`src/rtl/core/assert_macros.svh`:
```
// ---------------------------------------------------------------------------
// assert_macros.svh
// Assertion shorthands shared by the MIDI route core. The user module must
// have clk and rst_n in scope.
// ---------------------------------------------------------------------------
`ifndef ASSERT_MACROS_SVH
`define ASSERT_MACROS_SVH

// Same-cycle implication.
`define MCR_ASSERT_IMPL(lbl, ante, cons) \
  lbl: assert property (@(posedge clk) disable iff (!rst_n) (ante) |-> (cons)) \
    else $error("same-cycle check failed");

// Next-cycle implication.
`define MCR_ASSERT_NEXT(lbl, ante, cons) \
  lbl: assert property (@(posedge clk) disable iff (!rst_n) (ante) |=> (cons)) \
    else $error("next-cycle check failed");

`endif

```
`src/rtl/core/mcr_pkg.sv`:
```
// ---------------------------------------------------------------------------
// mcr_pkg
// Types and constants of the MIDI controller router.
// ---------------------------------------------------------------------------
package mcr_pkg;

  localparam int ROUTE_SLOTS_DEF = 16;
  localparam int MAX_EVENTS      = 16;
  localparam int EV_W            = $clog2(MAX_EVENTS + 1);

  localparam int IN_TDATA_W  = 144;
  localparam int OUT_TDATA_W = 80;

  localparam logic [3:0]  MIDI_TYPE_CC    = 4'hB;
  localparam logic [3:0]  MIDI_TYPE_PC    = 4'hC;
  localparam logic [31:0] PC_TARGET_PARAM = 32'hFFFF_FFFF;

  // Divide-by-127 runs on base-128 digits of a 42-bit magnitude.
  localparam int NUM_W      = 42;
  localparam int DIV_DIGITS = 6;
  localparam logic [7:0] DIVISOR = 8'd127;

  typedef enum logic [1:0] {
    OP_ADD   = 2'd0,
    OP_CLEAR = 2'd1,
    OP_MIDI  = 2'd2,
    OP_NONE  = 2'd3
  } op_t;

  typedef enum logic [1:0] {
    RK_ADDED   = 2'd0,
    RK_FULL    = 2'd1,
    RK_CLEARED = 2'd2,
    RK_EVENT   = 2'd3
  } result_kind_t;

  typedef enum logic [2:0] {
    S_IDLE,
    S_RESP,
    S_RD,
    S_CHK,
    S_SCALE,
    S_PUSH,
    S_FLUSH
  } ctl_state_t;

  typedef enum logic [1:0] {
    SC_IDLE,
    SC_SUM,
    SC_DIV,
    SC_DONE
  } scale_state_t;

  typedef struct packed {
    logic [3:0]         channel;
    logic               kind;
    logic [6:0]         number;
    logic [7:0]         node;
    logic [31:0]        param;
    logic signed [31:0] low;
    logic signed [31:0] high;
  } route_entry_t;

  typedef struct packed {
    logic               start;
    logic [6:0]         data2;
    logic signed [31:0] low;
    logic signed [31:0] high;
  } scale_req_t;

  typedef struct packed {
    logic               done;
    logic signed [31:0] value;
  } scale_rsp_t;

endpackage

```
`src/rtl/core/mcr_route_ram.sv`:
```
// ---------------------------------------------------------------------------
// mcr_route_ram
// Route table: one write port, one read port with registered read data.
// ---------------------------------------------------------------------------
module mcr_route_ram
  import mcr_pkg::*;
#(
  parameter int ROUTE_SLOTS = ROUTE_SLOTS_DEF,
  localparam int IDX_W = (ROUTE_SLOTS > 1) ? $clog2(ROUTE_SLOTS) : 1
) (
  input  logic             clk,
  input  logic             wr_en,
  input  logic [IDX_W-1:0] wr_addr,
  input  route_entry_t     wr_data,
  input  logic             rd_en,
  input  logic [IDX_W-1:0] rd_addr,
  output route_entry_t     rd_data
);

  route_entry_t mem [ROUTE_SLOTS];
  route_entry_t rd_data_r;

  always_ff @(posedge clk) begin
    if (wr_en) begin
      mem[wr_addr] <= wr_data;
    end
  end

  // Read data holds between reads.
  always_ff @(posedge clk) begin
    if (rd_en) begin
      rd_data_r <= mem[rd_addr];
    end
  end

  assign rd_data = rd_data_r;

endmodule

```
`src/rtl/core/mcr_cc_scale.sv`:
```
// ---------------------------------------------------------------------------
// mcr_cc_scale
// Control change scaler: (127*low + data2*(high-low)) / 127, truncated
// toward zero. Multiply, sum, six base-128 divide digits, sign fix.
// ---------------------------------------------------------------------------
module mcr_cc_scale
  import mcr_pkg::*;
(
  input  logic       clk,
  input  logic       rst_n,
  input  scale_req_t req,
  output scale_rsp_t rsp
);

  scale_state_t st_r, st_nxt;

  logic signed [40:0]  prod_r;
  logic signed [39:0]  lo127_r;
  logic [NUM_W-1:0]    mag_r;
  logic [NUM_W-1:0]    q_r;
  logic [6:0]          rem_r;
  logic                neg_r;
  logic [2:0]          dig_r;

  logic signed [7:0]       d2_s;
  logic signed [32:0]      diff;
  logic signed [39:0]      lo40;
  logic signed [NUM_W-1:0] num;
  logic [6:0]              digit;
  logic [7:0]              dsum;
  logic                    carry;
  logic [6:0]              q_dig;
  logic [6:0]              rem_new;

  assign d2_s  = signed'({1'b0, req.data2});
  assign diff  = {req.high[31], req.high} - {req.low[31], req.low};
  assign lo40  = 40'(req.low);
  assign num   = NUM_W'(prod_r) + NUM_W'(lo127_r);

  // One long-division digit: t = 128*rem + digit, rem < 127.
  assign digit   = mag_r[NUM_W-1 -: 7];
  assign dsum    = {1'b0, rem_r} + {1'b0, digit};
  assign carry   = (dsum >= DIVISOR);
  assign q_dig   = rem_r + 7'(carry);
  assign rem_new = carry ? 7'(dsum - DIVISOR) : dsum[6:0];

  always_comb begin
    st_nxt = st_r;
    unique case (st_r)
      SC_IDLE: if (req.start) st_nxt = SC_SUM;
      SC_SUM:  st_nxt = SC_DIV;
      SC_DIV:  if (dig_r == 3'(DIV_DIGITS - 1)) st_nxt = SC_DONE;
      SC_DONE: st_nxt = SC_IDLE;
      default: st_nxt = SC_IDLE;
    endcase
  end

  always_comb begin
    rsp.done  = (st_r == SC_DONE);
    rsp.value = neg_r ? -signed'(q_r[31:0]) : signed'(q_r[31:0]);
  end

  always_ff @(posedge clk) begin
    if (!rst_n) begin
      st_r <= SC_IDLE;
    end else begin
      st_r <= st_nxt;
    end
  end

  always_ff @(posedge clk) begin
    unique case (st_r)
      SC_IDLE: begin
        if (req.start) begin
          prod_r  <= 41'(d2_s) * 41'(diff);
          lo127_r <= (lo40 <<< 7) - lo40;
        end
      end
      SC_SUM: begin
        neg_r <= num[NUM_W-1];
        mag_r <= num[NUM_W-1] ? NUM_W'(-num) : NUM_W'(num);
        q_r   <= '0;
        rem_r <= '0;
        dig_r <= '0;
      end
      SC_DIV: begin
        q_r   <= {q_r[NUM_W-8:0], q_dig};
        mag_r <= mag_r << 7;
        rem_r <= rem_new;
        dig_r <= dig_r + 3'd1;
      end
      SC_DONE: begin
      end
      default: begin
      end
    endcase
  end

endmodule

```
`src/rtl/core/midi_controller_router.sv`:
```
// ---------------------------------------------------------------------------
// midi_controller_router
// MIDI route table with in-order scan, emitting one parameter event per
// matching route, up to MAX_EVENTS per message.
// ---------------------------------------------------------------------------
//  channel  dir  tdata bits                      tuser        tlast
//  in_      in   op-dependent item, 144 bits     op           -
//  out_     out  slot/node/param/value, 80 bits  result_kind  last result
//
//  Add, clear: take the beat, then post the result.
//  MIDI: take the beat, then per scanned route a RAM read and a compare;
//  a program change hit adds a push, a control change hit adds the scaler
//  (sum, six divide digits, sign fix) and a push; a bound check and a flush end it.
//  Reset: synchronous, active low; table becomes empty, no RAM sweep.
//  Stalls: out_ backpressure holds the scan; in_ waits for the last result.
// ---------------------------------------------------------------------------
`include "assert_macros.svh"

module midi_controller_router
  import mcr_pkg::*;
#(
  parameter int ROUTE_SLOTS = ROUTE_SLOTS_DEF
) (
  input  logic                   clk,
  input  logic                   rst_n,
  // in_tdata, low bit up: status[7:0], data1[14:8], data2[21:15],
  // route_channel[25:22], route_kind[26], route_number[33:27],
  // route_node[41:34], route_param[73:42], route_low[105:74],
  // route_high[137:106], zero pad[143:138]
  input  logic                   in_tvalid,
  output logic                   in_tready,
  input  logic [IN_TDATA_W-1:0]  in_tdata,
  input  logic [1:0]             in_tuser,   // op[1:0]
  // out_tdata, low bit up: slot[3:0], node_index[11:4], target_param[43:12],
  // value[75:44], zero pad[79:76]
  output logic                   out_tvalid,
  input  logic                   out_tready,
  output logic [OUT_TDATA_W-1:0] out_tdata,
  output logic [1:0]             out_tuser,  // result_kind[1:0]
  output logic                   out_tlast   // last result of the beat
);

  localparam int IDX_W = (ROUTE_SLOTS > 1) ? $clog2(ROUTE_SLOTS) : 1;
  localparam int CNT_W = $clog2(ROUTE_SLOTS + 1);

  // Input beat fields
  op_t                f_op;
  logic [7:0]         f_status;
  logic [6:0]         f_data1;
  logic [6:0]         f_data2;
  route_entry_t       f_route;

  assign f_op            = op_t'(in_tuser);
  assign f_status        = in_tdata[7:0];
  assign f_data1         = in_tdata[14:8];
  assign f_data2         = in_tdata[21:15];
  assign f_route.channel = in_tdata[25:22];
  assign f_route.kind    = in_tdata[26];
  assign f_route.number  = in_tdata[33:27];
  assign f_route.node    = in_tdata[41:34];
  assign f_route.param   = in_tdata[73:42];
  assign f_route.low     = signed'(in_tdata[105:74]);
  assign f_route.high    = signed'(in_tdata[137:106]);

  ctl_state_t state_r, state_nxt;

  logic [CNT_W-1:0] count_r, count_nxt;
  logic [CNT_W-1:0] scan_r, scan_nxt;
  logic [EV_W-1:0]  ev_cnt_r, ev_cnt_nxt;
  logic             pend_v_r, pend_v_nxt;
  logic             out_valid_r, out_valid_nxt;

  // Payload registers
  logic [3:0]         msg_ch_r, msg_ch_nxt;
  logic               msg_pc_r, msg_pc_nxt;
  logic [6:0]         msg_d1_r, msg_d1_nxt;
  logic [6:0]         msg_d2_r, msg_d2_nxt;
  result_kind_t       resp_kind_r, resp_kind_nxt;
  logic [3:0]         resp_slot_r, resp_slot_nxt;
  logic signed [31:0] cand_value_r, cand_value_nxt;
  logic [7:0]         pend_node_r, pend_node_nxt;
  logic [31:0]        pend_param_r, pend_param_nxt;
  logic signed [31:0] pend_value_r, pend_value_nxt;
  result_kind_t       out_kind_r, out_kind_nxt;
  logic [3:0]         out_slot_r, out_slot_nxt;
  logic [7:0]         out_node_r, out_node_nxt;
  logic [31:0]        out_param_r, out_param_nxt;
  logic signed [31:0] out_value_r, out_value_nxt;
  logic               out_last_r, out_last_nxt;

  // Decoded control
  logic             in_acc;
  logic             midi_ok;
  logic             out_free;
  logic             scan_done;
  logic             hit_pc;
  logic             hit_cc;
  logic             push_go;
  logic             table_full;
  logic [CNT_W+3:0] slot_wide;

  // RAM and scaler hookup
  logic         ram_wr_en;
  logic         ram_rd_en;
  route_entry_t ram_rd_data;
  scale_req_t   scale_req;
  scale_rsp_t   scale_rsp;

  assign in_acc     = in_tvalid && in_tready;
  assign midi_ok    = (f_status[7:4] == MIDI_TYPE_CC) || (f_status[7:4] == MIDI_TYPE_PC);
  assign out_free   = !out_valid_r || out_tready;
  assign scan_done  = (scan_r >= count_r) || (ev_cnt_r == EV_W'(MAX_EVENTS));
  assign table_full = (count_r >= CNT_W'(ROUTE_SLOTS));
  assign slot_wide  = {4'b0000, count_r};

  // The kind stored in the route must agree with the message type.
  assign hit_pc = (ram_rd_data.channel == msg_ch_r) && msg_pc_r && ram_rd_data.kind;
  assign hit_cc = (ram_rd_data.channel == msg_ch_r) && !msg_pc_r && !ram_rd_data.kind
                  && (ram_rd_data.number == msg_d1_r);
  // A held event goes out before the new one takes its place.
  assign push_go = !pend_v_r || out_free;

  // Next state
  always_comb begin
    state_nxt = state_r;
    unique case (state_r)
      S_IDLE: begin
        if (in_acc) begin
          unique case (f_op)
            OP_ADD, OP_CLEAR: state_nxt = S_RESP;
            OP_MIDI:          if (midi_ok) state_nxt = S_RD;
            OP_NONE:          state_nxt = S_IDLE;
            default:          state_nxt = S_IDLE;
          endcase
        end
      end
      S_RESP:  if (out_free) state_nxt = S_IDLE;
      S_RD:    state_nxt = scan_done ? S_FLUSH : S_CHK;
      S_CHK: begin
        priority if (hit_pc) state_nxt = S_PUSH;
        else if (hit_cc)     state_nxt = S_SCALE;
        else                 state_nxt = S_RD;
      end
      S_SCALE: if (scale_rsp.done) state_nxt = S_PUSH;
      S_PUSH:  if (push_go) state_nxt = S_RD;
      S_FLUSH: if (push_go) state_nxt = S_IDLE;
      default: state_nxt = S_IDLE;
    endcase
  end

  // Outputs of the sequencer
  always_comb begin
    in_tready       = (state_r == S_IDLE);
    ram_wr_en       = (state_r == S_IDLE) && in_acc && (f_op == OP_ADD) && !table_full;
    ram_rd_en       = (state_r == S_RD) && !scan_done;
    scale_req.start = (state_r == S_CHK) && hit_cc;
    scale_req.data2 = msg_d2_r;
    scale_req.low   = ram_rd_data.low;
    scale_req.high  = ram_rd_data.high;
  end

  // Datapath next values
  always_comb begin
    count_nxt      = count_r;
    scan_nxt       = scan_r;
    ev_cnt_nxt     = ev_cnt_r;
    pend_v_nxt     = pend_v_r;
    msg_ch_nxt     = msg_ch_r;
    msg_pc_nxt     = msg_pc_r;
    msg_d1_nxt     = msg_d1_r;
    msg_d2_nxt     = msg_d2_r;
    resp_kind_nxt  = resp_kind_r;
    resp_slot_nxt  = resp_slot_r;
    cand_value_nxt = cand_value_r;
    pend_node_nxt  = pend_node_r;
    pend_param_nxt = pend_param_r;
    pend_value_nxt = pend_value_r;
    out_kind_nxt   = out_kind_r;
    out_slot_nxt   = out_slot_r;
    out_node_nxt   = out_node_r;
    out_param_nxt  = out_param_r;
    out_value_nxt  = out_value_r;
    out_last_nxt   = out_last_r;
    out_valid_nxt  = out_valid_r && !out_tready;

    unique case (state_r)
      S_IDLE: begin
        if (in_acc) begin
          msg_ch_nxt = f_status[3:0];
          msg_pc_nxt = (f_status[7:4] == MIDI_TYPE_PC);
          msg_d1_nxt = f_data1;
          msg_d2_nxt = f_data2;
          scan_nxt   = '0;
          ev_cnt_nxt = '0;
          unique case (f_op)
            OP_ADD: begin
              if (table_full) begin
                resp_kind_nxt = RK_FULL;
                resp_slot_nxt = 4'd0;
              end else begin
                resp_kind_nxt = RK_ADDED;
                resp_slot_nxt = slot_wide[3:0];
                count_nxt     = count_r + CNT_W'(1);
              end
            end
            OP_CLEAR: begin
              resp_kind_nxt = RK_CLEARED;
              resp_slot_nxt = 4'd0;
              count_nxt     = '0;
            end
            OP_MIDI, OP_NONE: begin
            end
            default: begin
            end
          endcase
        end
      end
      S_RESP: begin
        if (out_free) begin
          out_valid_nxt = 1'b1;
          out_kind_nxt  = resp_kind_r;
          out_slot_nxt  = resp_slot_r;
          out_node_nxt  = '0;
          out_param_nxt = '0;
          out_value_nxt = '0;
          out_last_nxt  = 1'b1;
        end
      end
      S_RD: begin
      end
      S_CHK: begin
        if (hit_pc) begin
          cand_value_nxt = signed'({9'd0, msg_d1_r, 16'd0});
        end else if (!hit_cc) begin
          scan_nxt = scan_r + CNT_W'(1);
        end
      end
      S_SCALE: begin
        if (scale_rsp.done) cand_value_nxt = scale_rsp.value;
      end
      S_PUSH: begin
        if (push_go) begin
          if (pend_v_r) begin
            out_valid_nxt = 1'b1;
            out_kind_nxt  = RK_EVENT;
            out_slot_nxt  = 4'd0;
            out_node_nxt  = pend_node_r;
            out_param_nxt = pend_param_r;
            out_value_nxt = pend_value_r;
            out_last_nxt  = 1'b0;
          end
          pend_v_nxt     = 1'b1;
          pend_node_nxt  = ram_rd_data.node;
          pend_param_nxt = msg_pc_r ? PC_TARGET_PARAM : ram_rd_data.param;
          pend_value_nxt = cand_value_r;
          ev_cnt_nxt     = ev_cnt_r + EV_W'(1);
          scan_nxt       = scan_r + CNT_W'(1);
        end
      end
      S_FLUSH: begin
        if (pend_v_r && out_free) begin
          out_valid_nxt = 1'b1;
          out_kind_nxt  = RK_EVENT;
          out_slot_nxt  = 4'd0;
          out_node_nxt  = pend_node_r;
          out_param_nxt = pend_param_r;
          out_value_nxt = pend_value_r;
          out_last_nxt  = 1'b1;
          pend_v_nxt    = 1'b0;
        end
      end
      default: begin
      end
    endcase
  end

  // Control registers
  always_ff @(posedge clk) begin
    if (!rst_n) begin
      state_r     <= S_IDLE;
      count_r     <= '0;
      scan_r      <= '0;
      ev_cnt_r    <= '0;
      pend_v_r    <= 1'b0;
      out_valid_r <= 1'b0;
    end else begin
      state_r     <= state_nxt;
      count_r     <= count_nxt;
      scan_r      <= scan_nxt;
      ev_cnt_r    <= ev_cnt_nxt;
      pend_v_r    <= pend_v_nxt;
      out_valid_r <= out_valid_nxt;
    end
  end

  // Payload registers
  always_ff @(posedge clk) begin
    msg_ch_r     <= msg_ch_nxt;
    msg_pc_r     <= msg_pc_nxt;
    msg_d1_r     <= msg_d1_nxt;
    msg_d2_r     <= msg_d2_nxt;
    resp_kind_r  <= resp_kind_nxt;
    resp_slot_r  <= resp_slot_nxt;
    cand_value_r <= cand_value_nxt;
    pend_node_r  <= pend_node_nxt;
    pend_param_r <= pend_param_nxt;
    pend_value_r <= pend_value_nxt;
    out_kind_r   <= out_kind_nxt;
    out_slot_r   <= out_slot_nxt;
    out_node_r   <= out_node_nxt;
    out_param_r  <= out_param_nxt;
    out_value_r  <= out_value_nxt;
    out_last_r   <= out_last_nxt;
  end

  // Writes happen only in idle and reads only while scanning, so the
  // two ports never touch the same entry in one cycle.
  mcr_route_ram #(
    .ROUTE_SLOTS (ROUTE_SLOTS)
  ) u_ram (
    .clk     (clk),
    .wr_en   (ram_wr_en),
    .wr_addr (count_r[IDX_W-1:0]),
    .wr_data (f_route),
    .rd_en   (ram_rd_en),
    .rd_addr (scan_r[IDX_W-1:0]),
    .rd_data (ram_rd_data)
  );

  mcr_cc_scale u_scale (
    .clk   (clk),
    .rst_n (rst_n),
    .req   (scale_req),
    .rsp   (scale_rsp)
  );

  assign out_tvalid = out_valid_r;
  assign out_tdata  = {4'd0, out_value_r, out_param_r, out_node_r, out_slot_r};
  assign out_tuser  = out_kind_r;
  assign out_tlast  = out_last_r;

  `MCR_ASSERT_IMPL(a_count_range, 1'b1, count_r <= CNT_W'(ROUTE_SLOTS))
  `MCR_ASSERT_IMPL(a_idle_no_pend, state_r == S_IDLE, !pend_v_r)
  `MCR_ASSERT_IMPL(a_chk_in_range, state_r == S_CHK, scan_r < count_r)
  `MCR_ASSERT_IMPL(a_ev_bound, 1'b1, ev_cnt_r <= EV_W'(MAX_EVENTS))
  `MCR_ASSERT_NEXT(a_push_fills, (state_r == S_PUSH) && push_go, pend_v_r)

endmodule
```
`config.mk`:
```
export PLATFORM = sky130hd
export DESIGN_NAME = midi_controller_router
export DESIGN_NICKNAME = d
export VERILOG_FILES = /design/src/rtl/core/mcr_pkg.sv /design/src/rtl/core/mcr_route_ram.sv /design/src/rtl/core/mcr_cc_scale.sv /design/src/rtl/core/midi_controller_router.sv
export VERILOG_INCLUDE_DIRS = /design/src /design/src/rtl/core
export SDC_FILE = /design/constraint.sdc
export NUM_CORES = 2
export LEC_CHECK = 0
export BUFFER_PORTS_ARGS = -buffer_cell sky130_fd_sc_hd__buf_4
export CORE_ASPECT_RATIO = 1.4
export CORE_UTILIZATION = 45
export DETAILED_ROUTE_END_ITERATION = 10
export GPL_TIMING_DRIVEN = 0
export HOLD_SLACK_MARGIN = 0.15
export PLACE_DENSITY_LB_ADDON = 0.05
export SLEW_MARGIN = 5
export SYNTH_ARGS = -nofsm -noshare
export SYNTH_HDL_FRONTEND = slang
export SYNTH_HIERARCHICAL = 1
export SYNTH_SLANG_ARGS = --single-unit
```
`constraint.sdc`:
```
create_clock -name clk -period 16.9 [get_ports clk]
set_clock_uncertainty 0.15 [all_clocks]
set_input_delay 3.38 -clock clk [delete_from_list [all_inputs] [get_ports clk]]
set_output_delay 3.38 -clock clk [all_outputs]
set_load 0.005 [all_outputs]
```
==> impl_metrics.csv <==
group,metric,value,unit
setup_path,critPathMaxFanout,10,
global_routing,grt_start_max_net_pins,65,
setup_path,rrSetupSlack,6.74,ns
power_and_ir_drop,p_leak,40.7,nW
yosys,synth_edf_count,2346,
clock_network,clk_latency,0.89,ns
yosys,ys_seq_area_share,67.7,%
placement,place_area,113000,sq um
timing,finalHoldViolCount,0,
yosys,netlist.area_leader.share,67.3,%
layout,final_nets,7253,
floorplan,ios,235,
setup_path,critical_path.top_delay_family,"compound AO/OA/AOI/OAI gates",
worst_hold_path,holdCritStartpoint,"cand_value_r[31]",
drt,via_per_inst,5.69,
drt,routedWlPerCell,27.8,um
setup_path,r2r_start,"u_ram/rd_data[33]",
setup_path,setup.worst_path.start,"u_ram/rd_data[33]",
floorplan,fp-row-count,209,
yosys,synth_area_leaders,"edfxtp_1 (67%), mux4_2 (8.6%), fa_1 (3.3%)",
power_and_ir_drop,p_per_area,110,nW/um^2
clock_network,postCtsSetupBuffers,0,
global_routing,grt.total_usage,23.6,%
drt,drt-total-wl,277000,um
drt,drtIter0Drc,4356,
clock_network,cts_tree,"built",
timing,slew_viol_final,0,
global_routing,grt-ovfl-total,0,
yosys,synth_seq_cells,2368,
yosys,synth_top_area_cell,"edfxtp_1",
placement,place_inst,9542,
clock_network,cts_resized,0,
placement,port_buffers,224,
worst_hold_path,hold_class,"reg -> reg",
placement,hpwl,192000,um
layout,syn_to_final_growth,14.9,%
timing,tightestPinTransition,1.32,ns
setup_path,slowest_delay,1.02,ns
timing,fin_crit,10.16,ns
timing,min_period_over_period,60.1,%
yosys,ys.flop_type,"edfxtp_1",
clock_network,postCtsHoldBufs,0,
setup_path,cp.depth,31,
power_and_ir_drop,combPwrFrac,11.8,%
power_and_ir_drop,pwr-share-clk,37.8,%
setup_path,r2r_cells,31,
yosys,synthCells,6087,
worst_hold_path,hold_depth,0,
setup_path,critPathCaptureType,"flop",
timing,slew_headroom,11.5,%
yosys,syn_avg_cell_area,17.2,sq um
layout,instances_no_fill,9966,
drt,drc_errors,92,
placement,gp_congestion,0.880,
setup_path,cp-start-kind,"flop",
clock_network,clock_sinks,2368,
floorplan,die_height,573,um
power_and_ir_drop,switchingPower,0.00319,W
flow_run,maxCapViolCount,0,
floorplan,die_area,235000,sq um
setup_path,critPathArrivalTime,10.62,ns
power_and_ir_drop,worst_ir_drop_vdd,0.105,mV
yosys,ys_warn_count,6,
layout,fin_area,120000,sq um
clock_network,cts_buffers,227,
setup_path,path_buf_inv,5,
yosys,ys_types,98,
floorplan,core-area,231000,sq um
clock_network,clkSlewWorstSetupHoldPaths,0.06,ns
status,status,"finished with violations",
status,violations,"DRC",
timing,setup_viol,0,
clock_network,cts_root_buf,"clkbuf_16",
timing,rsz0062_at_grt,"no",
drt,vias,56668,
layout,drive_gt1_share,19.1,%
power_and_ir_drop,swShare,24.1,%
drt,ant_nets,0,
yosys,netlist_area,105000,sq um
power_and_ir_drop,finalPower,0.0133,W
global_routing,antenna_found_initial,20,
setup_path,cp.required,17.36,ns
setup_path,cpMaxStageDelayCell,"a311oi_1",
power_and_ir_drop,p_seq_share,50.5,%
setup_path,crit_type,"reg -> reg",
clock_network,clk_path_buf_depth,4,
yosys,ys_async_sr_fraction,0,%
floorplan,start_util,45.3,%
floorplan,die_w,410,um
drt,drtPass1Iterations,11,
clock_network,cts-htree-levels,4,
timing,max_clock_freq,0.0984,GHz
global_routing,grt_pass1_vias,58762,
global_routing,grt_pass1_wl,402000,um
power_and_ir_drop,p_int,0.0101,W
-- stage by stage --
| step | TNS [ns] | worst slack, ns | utilization, % | hold slack, ns |
|---|---|---|---|---|
| 6_report | 0 | 6.74 | 52.0 | 0.251 |
| 5_1_grt | 0 | 6.05 | 52.0 | 0.270 |
| 4_1_cts | 0 | 6.73 | 52.0 | 0.257 |
| 3_5_place_dp | 0 | 6.78 | 48.8 | 0.255 |
| 3_3_place_gp | -4856.83 | -9.02 | 47.6 | 0.254 |
| 2_1_floorplan | 0 | 3.45 | - | 0.250 |
-- synth_stat cells (22+ instances only) --
cell      count
edfxtp_1   2346
mux4_2      402
inv_1       328
nand2_1     309
a22oi_1     232
ha_1        217
and2_1      194
clkbuf_1    180
fa_1        174
nor2_1      167
xnor2_1     156
a21oi_1     146
and3_1       95
o21ai_0      94
a21o_1       74
nor3_1       69
mux4_1       62
xor2_1       58
nand3_1      52
nor2b_1      50
or2_2        44
nand2b_1     38
mux2_2       36
a31oi_1      29
buf_1        29
nand4_1      29
buf_4        28
buf_6        28
o21a_1       25
o211ai_1     24
a211oi_1     23
o31ai_1      23
dfxtp_1      22
o21bai_1     22
-- layer usage --
metal,global-route usage [%],wire length (um)
met4,7.96,9400
met3,2.84,11700
met1,29.3,110000
met2,42.4,146000
met5,0,12
-- path summary, 6_finish.rpt --
path,endpoint
hold / removal,pend_value_r[31]
setup / recovery,u_scale/prod_r[39]
hold reg to reg,pend_value_r[31]
setup reg to reg,u_scale/prod_r[39]
-- power by group through the flow --
stage / logic, W / registers [W] / clock network (W)
final: 0.00156 / 0.00669 / 0.00501
after global routing: 0.00172 / 0.00670 / 0.00533
after CTS: 0.00158 / 0.00669 / 0.00512
after detailed placement: 0.00158 / 0.00682 / 0
after global placement: 0.00154 / 0.00684 / 0
after floorplan: 0.00102 / 0.00681 / 0
-- flip-flops by register name, indices dropped and copies added (netlist names), 4 cells and up --
signal	count
msg_d1_r	7
pend_value_r	32
out_node_r	8
pend_param_r	32
ev_cnt_r	5
u_scale/lo127_r	40
resp_slot_r	4
out_slot_r	4
msg_ch_r	4
u_scale/prod_r	41
u_ram/rd_data	116
out_value_r	32
scan_r	5
u_ram/mem	1856
count_r	5
u_scale/rem_r	7
u_scale/q_r	32
pend_node_r	8
cand_value_r	32
out_param_r	32
msg_d2_r	7
u_scale/mag_r	42
-- layout make-up --
cell class                      instances  area, sq um
Fill cell                           18954       111000
Sequential cell                      2368        70900
Multi-Input combinational cell       3104        31300
Clock buffer                          292         6000
Timing Repair Buffer                  393         4310
Tap cell                             3059         3830
Buffer                                286         1440
Inverter                              332         1250
Clock inverter                        117         1220
Antenna cell                           15         37.5
-- cells in the final DEF (no fill, tap or decap), types with 50 or more instances in the layout --
cell type and count:
a21o_1 74, a21oi_1 146, a22oi_1 232, and2_1 193
and3_1 95, buf_12 67, buf_4 293, buf_6 68
clkbuf_1 238, clkbuf_16 229, edfxtp_1 2346, fa_1 174
ha_1 216, inv_1 327, mux4_1 62, mux4_2 402
nand2_1 309, nand3_1 52, nor2_1 152, nor2b_1 50
nor3_1 64, o21ai_0 94, xnor2_1 156, xor2_1 58
-- logic make-up after synthesis --
kind of cell	after synthesis	share of synthesized area (%)
AND/OR/NAND/NOR	1158	5.82
buffers and inverters	618	2.56
adder cells (fa/ha/maj)	391	5.92
XOR/XNOR	214	1.79
AO/OA/AOI/OAI	821	5.48
other	1	0.00358
flip-flops	2368	67.7
multiplexers	516	10.7
Power figures use the tool's default switching activity.
